<file path="src/rtl/core/udlt_pkg.sv">
`timescale 1ns / 1ps
// udlt_pkg: shared types and constants for the unified diff line tracker.
// No dependencies.
package udlt_pkg;

  // Line kinds as reported on line_kind_o
  localparam logic [2:0] KIND_NEW_HDR = 3'd0;
  localparam logic [2:0] KIND_OLD_HDR = 3'd1;
  localparam logic [2:0] KIND_ADDED   = 3'd2;
  localparam logic [2:0] KIND_REMOVED = 3'd3;
  localparam logic [2:0] KIND_CONTEXT = 3'd4;
  localparam logic [2:0] KIND_HUNK    = 3'd5;
  localparam logic [2:0] KIND_OTHER   = 3'd6;

  // Characters of interest
  localparam logic [7:0] CH_NEWLINE = 8'h0A;
  localparam logic [7:0] CH_SPACE   = 8'h20;
  localparam logic [7:0] CH_PLUS    = 8'h2B;
  localparam logic [7:0] CH_MINUS   = 8'h2D;
  localparam logic [7:0] CH_AT      = 8'h40;
  localparam logic [7:0] CH_ZERO    = 8'h30;
  localparam logic [7:0] CH_NINE    = 8'h39;

  // Hunk header scan phase
  typedef enum logic [3:0] {
    PH_IDLE  = 4'b0001,
    PH_SCAN  = 4'b0010,
    PH_ORIG  = 4'b0100,
    PH_FINAL = 4'b1000
  } hunk_phase_e;

endpackage

</file>
<file path="src/rtl/core/unified_diff_line_tracker.sv">
`timescale 1ns / 1ps
// Unified diff line tracker: classifies diff lines and tracks line numbers.
// A newline word shows its result in the cycle after it is accepted.
// Throughput: one text byte per cycle; the state update and the x10 digit
// accumulate sit between the input port and the state/result registers.
// Input stalls only while a result is held and the output is stalled.
// Reset (rst_ni, async low): counters to 1, scanner idle, no result pending.
// Depends on udlt_pkg.
module unified_diff_line_tracker import udlt_pkg::*; #(
  parameter int LINE_NUMBER_BITS = 20
) (
  input  logic                        clk_i,
  input  logic                        rst_ni,
  // input words: one text byte each
  input  logic                        in_valid_i,
  output logic                        in_stall_o,
  input  logic [7:0]                  text_byte_i,
  // result words: one per newline
  output logic                        out_valid_o,
  input  logic                        out_stall_i,
  output logic [2:0]                  line_kind_o,
  output logic [LINE_NUMBER_BITS-1:0] orig_line_o,
  output logic [LINE_NUMBER_BITS-1:0] final_line_o
);

  localparam int LNB = LINE_NUMBER_BITS;
  localparam logic [LNB-1:0] LN_MAX = {LNB{1'b1}};
  localparam logic [LNB-1:0] LN_ONE = LNB'(1);

  // line state
  logic [1:0]       line_pos_q, line_pos_d;   // bytes seen, saturates at 3
  logic [2:0]       lead_q, lead_d;           // class from first byte
  logic             trip_q, trip_d;           // second and third bytes equal want_ch
  hunk_phase_e      phase_q, phase_d;
  logic [LNB-1:0]   acc_q, acc_d;
  logic [LNB-1:0]   orig_q, orig_d;
  logic [LNB-1:0]   final_q, final_d;

  // result register
  logic             out_valid_q, out_valid_d;
  logic [2:0]       kind_q;
  logic [LNB-1:0]   orig_out_q, final_out_q;

  logic             in_acc, is_nl, is_digit;
  logic [LNB+3:0]   acc_mul;
  logic [LNB-1:0]   acc_sat;
  logic [2:0]       kind_nl;
  logic [LNB-1:0]   orig_nl, final_nl;
  logic [7:0]       want_ch;

  // The output register frees up whenever it is empty or being taken.
  assign in_stall_o = out_valid_q & out_stall_i;
  assign in_acc     = in_valid_i & ~in_stall_o;
  assign is_nl      = (text_byte_i == CH_NEWLINE);
  assign is_digit   = (text_byte_i >= CH_ZERO) && (text_byte_i <= CH_NINE);

  // acc*10 + digit, saturated; 4 extra bits cover the x10 growth
  assign acc_mul = {1'b0, acc_q, 3'b000} + {3'b000, acc_q, 1'b0}
                 + {{LNB{1'b0}}, text_byte_i[3:0]};
  assign acc_sat = (acc_mul > {4'b0000, LN_MAX}) ? LN_MAX : acc_mul[LNB-1:0];

  assign want_ch = (lead_q == KIND_ADDED) ? CH_PLUS : CH_MINUS;

  // newline: kind and counter values after a pending number load
  always_comb begin
    if (line_pos_q == 2'd0) begin
      kind_nl = KIND_OTHER;
    end else begin
      kind_nl = lead_q;
      if (line_pos_q == 2'd3 && trip_q) begin
        if (lead_q == KIND_ADDED) begin
          kind_nl = KIND_NEW_HDR;
        end else if (lead_q == KIND_REMOVED) begin
          kind_nl = KIND_OLD_HDR;
        end
      end
    end
    orig_nl  = (phase_q == PH_ORIG)  ? acc_q : orig_q;
    final_nl = (phase_q == PH_FINAL) ? acc_q : final_q;
  end

  always_comb begin
    line_pos_d = line_pos_q;
    lead_d     = lead_q;
    trip_d     = trip_q;
    phase_d    = phase_q;
    acc_d      = acc_q;
    orig_d     = orig_q;
    final_d    = final_q;
    if (in_acc && is_nl) begin
      line_pos_d = 2'd0;
      lead_d     = 3'd0;
      trip_d     = 1'b0;
      phase_d    = PH_IDLE;
      orig_d     = orig_nl;
      final_d    = final_nl;
      // content lines advance after reporting; counters saturate
      case (kind_nl)
        KIND_CONTEXT: begin
          orig_d  = (orig_nl == LN_MAX) ? LN_MAX : orig_nl + LN_ONE;
          final_d = (final_nl == LN_MAX) ? LN_MAX : final_nl + LN_ONE;
        end
        KIND_ADDED: begin
          final_d = (final_nl == LN_MAX) ? LN_MAX : final_nl + LN_ONE;
        end
        KIND_REMOVED: begin
          orig_d = (orig_nl == LN_MAX) ? LN_MAX : orig_nl + LN_ONE;
        end
        default: begin
        end
      endcase
    end else if (in_acc) begin
      // line classification from the first three bytes
      if (line_pos_q == 2'd0) begin
        if (text_byte_i == CH_PLUS) begin
          lead_d = KIND_ADDED;
        end else if (text_byte_i == CH_MINUS) begin
          lead_d = KIND_REMOVED;
        end else if (text_byte_i == CH_SPACE) begin
          lead_d = KIND_CONTEXT;
        end else if (text_byte_i == CH_AT) begin
          lead_d = KIND_HUNK;
        end else begin
          lead_d = KIND_OTHER;
        end
        trip_d = 1'b1;
      end else if (line_pos_q != 2'd3 && text_byte_i != want_ch) begin
        trip_d = 1'b0;
      end
      // hunk header number scan; a non-digit ending the original number
      // is rescanned as a possible '+' or '-'
      case (phase_q)
        PH_ORIG: begin
          if (is_digit) begin
            acc_d = acc_sat;
          end else begin
            orig_d  = acc_q;
            phase_d = PH_SCAN;
            if (text_byte_i == CH_MINUS) begin
              acc_d   = '0;
              phase_d = PH_ORIG;
            end else if (text_byte_i == CH_PLUS) begin
              acc_d   = '0;
              phase_d = PH_FINAL;
            end
          end
        end
        PH_FINAL: begin
          if (is_digit) begin
            acc_d = acc_sat;
          end else begin
            final_d = acc_q;
            phase_d = PH_IDLE;
          end
        end
        PH_SCAN: begin
          if (text_byte_i == CH_MINUS) begin
            acc_d   = '0;
            phase_d = PH_ORIG;
          end else if (text_byte_i == CH_PLUS) begin
            acc_d   = '0;
            phase_d = PH_FINAL;
          end
        end
        default: begin
        end
      endcase
      // scan starts at the fourth byte of a hunk header
      if (lead_q == KIND_HUNK && line_pos_q == 2'd2) begin
        phase_d = PH_SCAN;
      end
      if (line_pos_q != 2'd3) begin
        line_pos_d = line_pos_q + 2'd1;
      end
    end
  end

  assign out_valid_d = (in_acc & is_nl) | (out_valid_q & out_stall_i);

  always_ff @(posedge clk_i or negedge rst_ni) begin
    if (!rst_ni) begin
      line_pos_q  <= 2'd0;
      lead_q      <= 3'd0;
      trip_q      <= 1'b0;
      phase_q     <= PH_IDLE;
      acc_q       <= '0;
      orig_q      <= LN_ONE;
      final_q     <= LN_ONE;
      out_valid_q <= 1'b0;
    end else begin
      line_pos_q  <= line_pos_d;
      lead_q      <= lead_d;
      trip_q      <= trip_d;
      phase_q     <= phase_d;
      acc_q       <= acc_d;
      orig_q      <= orig_d;
      final_q     <= final_d;
      out_valid_q <= out_valid_d;
    end
  end

  // result payload, loaded only on an accepted newline
  always_ff @(posedge clk_i) begin
    if (in_acc && is_nl) begin
      kind_q      <= kind_nl;
      orig_out_q  <= orig_nl;
      final_out_q <= final_nl;
    end
  end

  assign out_valid_o  = out_valid_q;
  assign line_kind_o  = kind_q;
  assign orig_line_o  = orig_out_q;
  assign final_line_o = final_out_q;

  // checks
  a_phase_onehot: assert property (@(posedge clk_i) disable iff (!rst_ni)
    $onehot(phase_q))
    else $error("hunk phase not one-hot");

  a_nl_clears: assert property (@(posedge clk_i) disable iff (!rst_ni)
    (in_acc && is_nl) |=> (phase_q == PH_IDLE && line_pos_q == 2'd0))
    else $error("newline did not clear line state");

  a_rose_from_nl: assert property (@(posedge clk_i) disable iff (!rst_ni)
    $rose(out_valid_q) |-> $past(in_acc && is_nl))
    else $error("result without newline");

  a_kind_legal: assert property (@(posedge clk_i) disable iff (!rst_ni)
    out_valid_q |-> (kind_q != 3'd7))
    else $error("illegal line kind");

endmodule
</file>
<file path="config.mk">
export PLATFORM = sky130hd
export DESIGN_NAME = unified_diff_line_tracker
export DESIGN_NICKNAME = d
export VERILOG_FILES = /design/src/rtl/core/udlt_pkg.sv /design/src/rtl/core/unified_diff_line_tracker.sv
export SDC_FILE = /design/constraint.sdc
export NUM_CORES = 1
export LEC_CHECK = 0
export ABC_AREA = 1
export BUFFER_PORTS_ARGS = -buffer_cell sky130_fd_sc_hd__buf_2
export CORE_MARGIN = 2
export CORE_UTILIZATION = 45
export CTS_BUF_LIST = sky130_fd_sc_hd__clkbuf_4 sky130_fd_sc_hd__clkbuf_8
export CTS_CLUSTER_DIAMETER = 50
export DETAILED_ROUTE_END_ITERATION = 7
export SLEW_MARGIN = 20
export SYNTH_ARGS = -nofsm -noshare
export SYNTH_HDL_FRONTEND = slang
export SYNTH_SLANG_ARGS = --single-unit
export TNS_END_PERCENT = 100
</file>
<file path="constraint.sdc">
create_clock -name clk_i -period 8 [get_ports clk_i]
set_clock_uncertainty 0.1 [all_clocks]
set_input_delay 2 -clock clk_i [delete_from_list [all_inputs] [get_ports clk_i]]
set_output_delay 2 -clock clk_i [all_outputs]
set_load 0.01 [all_outputs]
</file>
======== Word level (Yosys, flattened, before mapping) ========
Cells that the tools add are included.
Widths: inputs -> output; s select.
storage, ports and cells
  word-level logic and storage cells ...... 121
  input bits .............................. 12
  output and inout bits ................... 45
  register bits ........................... 114
operators by class
  reductions and logical operators ........ 23
  $lt $le $gt $ge ......................... 3
  mux-type cells .......................... 48
  add/subtract/negate cells ............... 5
  equal/unequal tests ..................... 25
  bitwise gates (word level) .............. 6
operators by type and width
  operator               number
  $mux 20                18
  $pmux 20 s3            1
  $add 20x1->20 const B  2
  $eq 20x20->1 const B   2
  $mux 4                 9
  $mux 3                 10
  $add 23x21->24         1
  $add 24x4->24          1
  $eq 8x6->1 const B     3
  $gt 24x20->1 const B   1
  $eq 3x2->1 const B     4
  $pmux 4 s3             1
  $mux 2                 5
  $reduce_bool 2->1      5
  $eq 8x4->1 const B     1
  $eq 8x7->1 const B     1
  $ge 8x6->1 const B     1
  $le 8x6->1 const B     1
  $ne 4x2->1 const B     2
  $ne 8x6->1             1
  $eq 3x3->1 const B     2
  $reduce_and 2->1       3
  $reduce_and 3->1       2
  $reduce_bool 3->1      2
  other kinds (18)       31

======== Depth between registers and ports, before layout ========
Gate-level depths: netlist of run 1.
  depth in word-level cells ............... 9
  gate-level depth with buffers ........... 18
  depth with buffers taken out ............ 17

======== Least setup slack after synthesis of run 1 ========
OpenSTA, ideal clock, no wires.
  path kind ............................... input -> register
  start ................................... input text_byte_i[3]
  end ..................................... register acc_q[0]
  buffers on the path ..................... 1
  setup time .............................. 117 ps
  stages on the path ...................... 14
  required time ........................... 7783 ps
  path slack .............................. 3380 ps
  arrival ................................. 4403 ps
  path through ............................ fa_1 inv_1 fa_1 o21ai_1 a21oi_1 o21ai_1 nand2_1 nand3_1 nand2_1 nor2_1 clkbuf_1 nand3_1 nand2_1 nand2_1
on the way
  word-level cells in the longest chain between the ends .. 5
  elaborated cells between the ends (all ways) .. 18
  those cells by class .................... 1 x add/sub; 3 x order compare; 4 x eq/ne; 6 x mux; 1 x bitwise; 3 x reduce/logical
ends and longest elaborated chain
  what                                                line                                                                                                 text
  start, declared                                     unified_diff_line_tracker.sv:17                                                                      input logic [7:0] text_byte_i,
  $add 24x4->24 / $eq 8x6->1 (equally long branches)  unified_diff_line_tracker.sv:59, unified_diff_line_tracker.sv:142, unified_diff_line_tracker.sv:160
  $gt 24x20->1 / $mux 20 (equally long branches)      n/a
  $mux 20, on equally long branches                   unified_diff_line_tracker.sv:60, unified_diff_line_tracker.sv:139
  $mux 20, on equally long branches                   unified_diff_line_tracker.sv:149, unified_diff_line_tracker.sv:134
  $pmux 20 s3                                         unified_diff_line_tracker.sv:132                                                                     case (phase_q)
  end signal, assigned                                unified_diff_line_tracker.sv:186                                                                     acc_q <= '0;
  end signal, assigned                                unified_diff_line_tracker.sv:195                                                                     acc_q <= acc_d;
  end, declared                                       unified_diff_line_tracker.sv:35                                                                      logic [LNB-1:0] acc_q, acc_d;
Parallel ways exist; a longest one is shown, timed or not. The select of a mux whose other input is x is not followed.
A chain may end at the register's enable or synchronous reset.

======== Worst setup path after layout of run 1 ========
  start ................................... input text_byte_i[3]
  end ..................................... register acc_q[7]
The elaborated chain is that of the path after synthesis.

==> flow_metrics.tcl, run 1 <==
set metrics [dict create \
    numCtsBuffers 17 \
    synth_top_area_share_pct 21.1 \
    min_period_over_period_pct 56.3 \
    synth.distinct_cells 55 \
    path_common_cell "nand2_1" \
    drt_pass1_iterations 5 \
    yosys-top-cells-count "nand2_1, inv_1, nor2_1" \
    crit_fanout 20 \
    post_cts_buffers 0 \
    avgRoutedWirePerCell_um 15.1 \
    ys_seq_area_share_pct 38.0 \
    ctsResizeCount 0 \
    async_reset_ff_share_pct 62.3 \
    critPathKind "input pin to flip-flop" \
    ant_nets 0 \
    die_x_um 138 \
    p_sw_uw 915 \
    relSlewSlack_pct 35.0 \
    cts_tree "yes" \
    dp_cells 1328 \
    internal_power_uw 1360 \
    numClockSinks 114 \
    layout.nets 1180 \
    syn_inst 1069 \
    leakage_uw 0.00461 \
    ys_ff_latch 114 \
    gr-total-overflow 0 \
    crit_path_end_kind "flip-flop" \
    ys.flop_type "dfrtp_1" \
    rsz0062_at_grt "no" \
    syn-num-nets 1127 \
    chipHeight_um 138 \
    drcViolationCount 0 \
    yosysWarnings 0 \
    p_clk_share_pct 23.2 \
    startpoint_type "input pin" \
    cts_buffer_depth 2 \
    path_clk_slew_ns 0.07 \
    grt_first_pass_wirelength_um 34100 \
    wirelength_um 20600 \
    clk_latency_ns 0.45 \
    antenna_found_initial 0 \
    swShare_pct 40.3 \
    grt.total_usage_pct 23.5 \
    peakVddDrop_mv 0.120 \
    root_buffer "clkbuf_8" \
    port_buffers 56 \
    fin_crit_ns 4.50 \
    crit_slowest_cell "fa_1" \
    routabilityCongestion 0.857 \
    seqPwrFrac_pct 36.9 \
    cp_num_buf_inv 3 \
    hold_class "flip-flop to flip-flop" \
    cp_data_required_time_ns 8.23 \
    synth_top_cell_by_area "dfrtp_1" \
    fmax_ghz 0.222 \
    via_per_inst 5.17 \
    setup_viol 0 \
    finalPower_uw 2270 \
    worst_hold_slack_ns 0.381 \
    areaGrowthSynthToFinish_pct 10.1 \
    worstPathCellList "buf_2, fa_1, inv_1, fa_1, o21ai_1, a21oi_1, o21ai_1, nand2_1, nand3_1, nand2_1, nor2_1, buf_4, nand3_1, nand2_1, nand2_1" \
    synth_area_leaders "dfrtp_1, edfxtp_1, nand2_1, ha_1, inv_1" \
    cpPeakStageDelay_ns 0.56 \
    grt_pass1_vias 6726 \
    synth_edf_count 43 \
    start_util_pct 46.4 \
    slew_violations 0 \
    hold_viol_final 0 \
    crit_arrival_ns 4.73 \
    die_area_um2 19000 \
    yosysMostFrequentCell "nand2_1" \
    drv_cap 0 \
    power_density_nw_per_um2 255 \
    holdBufCountCts 0 \
    combinationalPowerShare_pct 39.9 \
    io_pins 57 \
    status "completed" \
    syn_avg_cell_area_um2 7.56 \
    fp.coreArea_um2 17400 \
    first_iter_violations 521 \
    dp_hpwl_um 15400 \
    grt_start_max_net_pins 72 \
    htreeDepth 4 \
    rows 48 \
    diodes 0 \
    netlist_area_um2 8080 \
    stdcell_count 1360 \
    tightest_slew_ns 0.975 \
    vias 7031 \
    drive_gt1_share_pct 14.2 \
    tns_ns 0 \
    cp_top_family "adder cells" \
]
-- layer usage --
| metal | vias up | track usage, % | wire [um] |
|---|---|---|---|
| li1 | 3608 | - | - |
| met1 | 3230 | 32.4 | 9950 |
| met2 | 166 | 36.7 | 9250 |
| met3 | 27 | 4.68 | 907 |
| met4 | 0 | 8.67 | 488 |
| met5 | - | 0 | 0 |
-- sequential cells by signal, summed over array words and instances, names as in the netlist, 2 cells and up --
signal,flops
lead_q,3
phase_q,4
acc_q,20
orig_q,20
orig_line_o,20
final_q,20
line_pos_q,2
final_line_o,20
line_kind_o,3
-- kinds of logic (layout without fill, tap and decap cells) --
family                   count (synthesis)  count (layout)  share of synthesized area (%)
flip-flops                             114             114                           38.0
XOR/XNOR                                31              31                           3.36
buffers and inverters                  168             234                           8.72
adder cells (fa/ha/maj)                 46              46                           7.31
AND/OR/NAND/NOR                        546             546                           29.6
AO/OA/AOI/OAI                          164             164                           13.0
-- worst paths after layout --
path,startpoint,end,slack (ns),cells past startpoint
max,text_byte_i[3],acc_q[7]$_DFFE_PN0P_,3.50,15
min,final_q[0]$_DFFE_PN1P_,final_q[0]$_DFFE_PN1P_,0.38,2
max reg2reg,acc_q[0]$_DFFE_PN0P_,acc_q[7]$_DFFE_PN0P_,4.66,14
min reg2reg,final_q[0]$_DFFE_PN1P_,final_q[0]$_DFFE_PN1P_,0.38,2
max in group asynchronous,rst_ni,orig_q[18]$_DFFE_PN0P_,5.48,2
min in group asynchronous,rst_ni,line_pos_q[0]$_DFFE_PN0P_,1.67,2
-- per-stage QoR --
stage	area (um2)	util (%)	setup slack [ns]
after floorplan	8080	-	3.38
after CTS	8900	51.1	3.50
final	8900	51.1	3.50
after detailed placement	8520	48.9	3.02
after global routing	8900	51.1	3.27
after global placement	8520	48.9	3.06
-- power by group through the flow --
stage,combinational (uW),sequential (uW),clock [uW]
3_5_place_dp,903,849,0
2_1_floorplan,727,830,0
5_1_grt,1050,855,565
3_3_place_gp,894,849,0
6_report,906,839,528
4_1_cts,907,838,536
-- worst min-delay path: cells and delay by family (launching register included) --
kind | cells | cell delay (ns)
AO/OA/AOI/OAI | 1 | 0.05
AND/OR/NAND/NOR | 1 | 0.05
flip-flops | 1 | 0.38
-- placed cells by master (no fill, tap or decap), types with 3 or more instances in the layout --
cell type,n
o21ai_4,5
o21ai_1,21
o21ai_0,42
nand3_1,72
edfxtp_1,43
nor4_1,3
nor3_2,3
and2_1,4
nand4_2,3
o21ai_2,10
nor3_1,11
a22oi_1,20
a21o_1,3
buf_4,8
clkbuf_8,18
nand2_4,3
buf_2,56
nand3b_1,3
clkinv_1,3
nand2_1,300
inv_2,5
inv_1,130
dfstp_2,3
nor2_1,110
xor2_1,21
nand2_2,6
ha_1,44
nor2_2,9
clkinv_2,8
nor2_4,6
dfrtp_1,68
a21oi_2,3
xnor2_1,10
nand4_1,6
o21bai_1,5
or2_2,3
a21oi_1,41
-- cell type report --
cell class	instances	area, um2
Sequential cell	114	3070
Timing Repair Buffer	64	340
Clock buffer	20	263
Inverter	138	519
Clock inverter	12	115
Tap cell	225	282
Multi-Input combinational cell	787	4310
Fill cell	1774	8520
Power figures use the tool's default switching activity.
==> inputs of run 2 (changes only) <==
Clock period 8 ns to 4 ns, I/O delays scaled along.
==> run 2 against run 1 <==
Against the previous run:
- non-clock buffer count grew 6
- die area is the same
- largest cell class unchanged
- clock power grew 99%
- sequential power grew 100%
- power grew 100%
- critical path type unchanged
==> flow_metrics.tcl, run 2 (synthesized netlist as in run 1, its figures left out) <==
set metrics [dict create \
    status "completed" \
    combinationalPowerShare_pct 39.9 \
    cp_top_family "adder cells" \
    grt_first_pass_wirelength_um 34700 \
    rsz0062_at_grt "no" \
    fmax_ghz 0.294 \
    die_area_um2 19000 \
    p_clk_share_pct 23.0 \
    numClockSinks 114 \
    root_buffer "clkbuf_8" \
    path_clk_slew_ns 0.07 \
    antenna_found_initial 0 \
    routabilityCongestion 0.841 \
    hold_viol_final 0 \
    worstPathCellList "buf_2, fa_1, inv_1, fa_1, o21ai_1, a21oi_1, o21ai_1, nand2_1, nand3_1, nand2_1, nor2_1, buf_12, nand3_1, nand2_1, nand2_1" \
    crit_arrival_ns 3.63 \
    layout_commonest_cell "nand2_1" \
    multi_input_area_um2 4310 \
    cp_num_buf_inv 3 \
    vias 7133 \
    tightest_slew_ns 0.750 \
    grt.total_usage_pct 23.8 \
    port_buffers 56 \
    dp_hpwl_um 15900 \
    cpPeakStageDelay_ns 0.56 \
    grt_start_max_net_pins 51 \
    swShare_pct 40.3 \
    chipHeight_um 138 \
    drcViolationCount 0 \
    path_common_cell "nand2_1" \
    final_cell_mix "nand2_1, inv_1, nor2_1" \
    die_x_um 138 \
    drv_cap 0 \
    grt_pass1_vias 6803 \
    relSlewSlack_pct 50.0 \
    numCtsBuffers 17 \
    clk_latency_ns 0.45 \
    avgRoutedWirePerCell_um 15.3 \
    drive_gt1_share_pct 14.5 \
    via_per_inst 5.22 \
    peakVddDrop_mv 0.248 \
    internal_power_uw 2710 \
    rows 48 \
    gr-total-overflow 0 \
    layout.nets 1186 \
    min_period_over_period_pct 85.0 \
    crit_start "text_byte_i[3]" \
    cts_buffer_depth 2 \
    wirelength_um 20900 \
    slew_violations 0 \
    postPlaceCellArea_um2 8610 \
    fill_cells 1782 \
    startpoint_type "input pin" \
    areaGrowthSynthToFinish_pct 11.3 \
    hold_class "flip-flop to flip-flop" \
    htreeDepth 4 \
    io_pins 57 \
    holdBufCountCts 0 \
    hp-start "final_q[0]$_DFFE_PN1P_" \
    fin_crit_ns 3.40 \
    worstReg2RegStart "acc_q[0]$_DFFE_PN0P_" \
    post_cts_buffers 0 \
    crit_slowest_cell "fa_1" \
    ant_nets 0 \
    p_sw_uw 1830 \
    tns_ns 0 \
    fp.coreArea_um2 17400 \
    postLayoutCellArea_um2 8990 \
    drt_pass1_iterations 5 \
    crit_fanout 20 \
    seqPwrFrac_pct 37.0 \
    setup_viol 0 \
    leakage_uw 0.00465 \
    crit_path_end_kind "flip-flop" \
    power_density_nw_per_um2 505 \
    first_iter_violations 504 \
    cts_tree "yes" \
    cp_data_required_time_ns 4.23 \
    diodes 0 \
    ff_latch_area_um2 3070 \
    ctsResizeCount 0 \
    critPathKind "input pin to flip-flop" \
    start_util_pct 46.4 \
]
-- run 2: cell type report --
class,count,share of cell area [%]
clock inverter,12,1.29
inverter,138,5.78
clock buffer,20,2.85
multi-input combinational,787,47.9
timing repair buffer,70,4.85
sequential,114,34.2
tap,225,3.13
-- run 2: final timing paths --
path | slack [ns] | cells after the start | endpoint
worst max-delay path | 0.60 | 15 | acc_q[19]$_DFFE_PN0P_
worst min-delay path | 0.38 | 2 | final_q[0]$_DFFE_PN1P_
worst max register to register | 0.74 | 14 | acc_q[19]$_DFFE_PN0P_
worst min register to register | 0.38 | 2 | final_q[0]$_DFFE_PN1P_
max in group asynchronous | 2.46 | 2 | phase_q[0]$_DFFE_PN1P_
min in group asynchronous | 0.52 | 1 | line_pos_q[1]$_DFFE_PN0P_
-- run 2: through the flow --
| stage | setup WS (ns) | hold WS, ns | instances | total power (uW) | utilization [%] |
|---|---|---|---|---|---|
| after global routing | 0.344 | 0.404 | 1366 | 4910 | 51.6 |
| final | 0.602 | 0.379 | 1366 | 4540 | 51.6 |
| after global placement | 0.187 | 0.362 | 1334 | 3470 | 49.5 |
| after detailed placement | 0.138 | 0.375 | 1334 | 3500 | 49.5 |
| after floorplan | 0.380 | 0.353 | 1069 | 3110 | - |
| after CTS | 0.615 | 0.386 | 1366 | 4560 | 51.6 |
-- run 2: layer usage --
layer,GRT usage (%),wire [um],part of all wire [%],vias up
li1,-,-,-,3609
met2,37.4,9530,46,175
met1,33.1,9990,48,3323
met4,8.11,393,1.9,0
met5,0,0,0,-
met3,4.06,961,4.6,26
-- run 2: worst reg2reg max path: cells and delay by family (launching register included) --
family / cells / cell delay (ns)
fa+ha+maj: 2 / 1.02
compound gates: 3 / 0.65
simple gates: 7 / 0.64
flops: 1 / 0.51
buf+inv: 2 / 0.24
-- run 2: power by group through the flow --
| stage | logic, uW | clock network (uW) | registers (uW) |
|---|---|---|---|
| finish | 1810 | 1050 | 1680 |
| CTS | 1810 | 1070 | 1680 |
| floorplan | 1450 | 0 | 1660 |
| detailed placement | 1800 | 0 | 1700 |
| global route | 2080 | 1120 | 1710 |
| global placement | 1780 | 0 | 1700 |
==> inputs of run 3 (changes only) <==
Clock period 4 ns to 2.75 ns, I/O delays scaled along.
==> run 3 against run 2 <==
Against the previous run:
- the run now ends with negative setup slack left
- first-iteration DRC count shrank 6.3%
- power up 55%
- flip-flop and latch count unchanged
==> flow_metrics.tcl, run 3 (synthesized netlist as in run 1, its figures left out) <==
set metrics [dict create \
    leakage_uw 0.00509 \
    numClockSinks 114 \
    postPlaceCellArea_um2 9240 \
    grt_start_max_net_pins 33 \
    path_common_cell "nand2_1" \
    grt_pass1_vias 7109 \
    hold_class "input pin to asynchronous set/reset pin" \
    dp_cells 1407 \
    drive_gt1_share_pct 21.8 \
    drcViolationCount 0 \
    startpoint_type "flip-flop" \
    grt_first_pass_wirelength_um 35900 \
    crit_slowest_cell "fa_1" \
    grt.total_usage_pct 24.5 \
    hold_viol_final 0 \
    clk_latency_ns 0.45 \
    violations "negative setup slack" \
    crit_start "acc_q[0]$_DFFE_PN0P_" \
    fp.coreArea_um2 17400 \
    postLayoutCellArea_um2 9790 \
    layout.nets 1270 \
    worstReg2RegStart "acc_q[0]$_DFFE_PN0P_" \
    io_pins 57 \
    start_util_pct 46.4 \
    stdcell_count 1449 \
    tightest_slew_ns 0.693 \
    cp_data_required_time_ns 2.99 \
    drt_pass1_iterations 5 \
    drv_cap 0 \
    critPathKind "flip-flop to flip-flop" \
    cp_num_buf_inv 2 \
    areaGrowthSynthToFinish_pct 21.2 \
    dp_hpwl_um 16900 \
    crit_fanout 20 \
    relSlewSlack_pct 53.8 \
    slew_violations 0 \
    cts_buffer_depth 2 \
    root_buffer "clkbuf_8" \
    die_area_um2 19000 \
    crit_arrival_ns 3.03 \
    layout_commonest_cell "nand2_1" \
    crit_path_end_kind "flip-flop" \
    avgRoutedWirePerCell_um 15.2 \
    peakVddDrop_mv 0.407 \
    fmax_ghz 0.358 \
    min_period_over_period_pct 102 \
    ant_nets 0 \
    die_x_um 138 \
    cp_top_family "adder cells" \
    finalPower_uw 7030 \
    gr-total-overflow 0 \
    diodes 0 \
    fin_crit_ns 2.80 \
    vias 7459 \
    wirelength_um 22100 \
    power_density_nw_per_um2 718 \
    cts_tree "yes" \
    via_per_inst 5.15 \
    port_buffers 56 \
    final_cell_mix "nand2_1, inv_1, nor2_1" \
    setup_viol 20 \
    path_clk_slew_ns 0.07 \
    cpPeakStageDelay_ns 0.55 \
    rsz0062_at_grt "yes" \
    routabilityCongestion 0.884 \
    htreeDepth 4 \
    antenna_found_initial 0 \
    status "finished with violations" \
    worstPathCellList "fa_1, inv_1, fa_2, o21ai_4, a21oi_2, o21ai_2, nand2_1, nand3_1, nand2_1, nor2_2, buf_12, nand3_1, nand2_1, nand2_1" \
    chipHeight_um 138 \
    rows 48 \
    numCtsBuffers 17 \
    setup_ws_ns -0.0471 \
    holdBufCountCts 0 \
    first_iter_violations 472 \
]
## run 3: repair_timing
action,in CTS,in global routing
setup endpoints to repair,20,46
gates cloned,0,1
setup buffers,0,10
pin swaps,1,6
gates resized for setup,6,17
## run 3: final timing paths
kind | endpoint | slack, ns | cells after the start
max | acc_q[0]$_DFFE_PN0P_ | -0.05 | 14
min | lead_q[0]$_DFFE_PN0P_ | 0.18 | 1
max reg2reg | acc_q[0]$_DFFE_PN0P_ | -0.05 | 14
min reg2reg | final_q[0]$_DFFE_PN1P_ | 0.38 | 2
max in group asynchronous | final_q[11]$_DFFE_PN0P_ | 1.70 | 2
min in group clk_i | final_q[0]$_DFFE_PN1P_ | 0.38 | 2
## run 3: cell type report
type	count	area, um2
fill	1699	7630
multi-input combinational	788	4430
sequential	114	3070
timing repair buffer	153	1130
inverter	138	519
tap	225	282
clock buffer	19	255
clock inverter	12	92.6
## run 3: power breakdown
group          leakage [uW]  switching [uW]  internal (uW)
combinational       0.00362            1930           1250
sequential          0.00131             208           2220
clock              0.000171             698            724
## run 3: per-layer routing
layer / share of wire, % / GRT usage, %
met1: 49 / 35.4
met2: 45 / 38.4
met3: 3.9 / 3.29
met4: 1.9 / 7.31
met5: 0 / 0
## run 3: per-stage QoR
stage | hold WS (ns) | setup TNS (ns) | setup WS, ns | utilization (%)
2_1_floorplan | 0.292 | -3.13 | -0.158 | -
3_3_place_gp | 0.362 | -7.91 | -0.402 | 53.0
3_5_place_dp | 0.377 | -9.32 | -0.482 | 53.0
4_1_cts | 0.182 | -1.50 | -0.0884 | 55.2
5_1_grt | 0.207 | -3.99 | -0.223 | 56.2
6_report | 0.177 | -0.481 | -0.0471 | 56.2
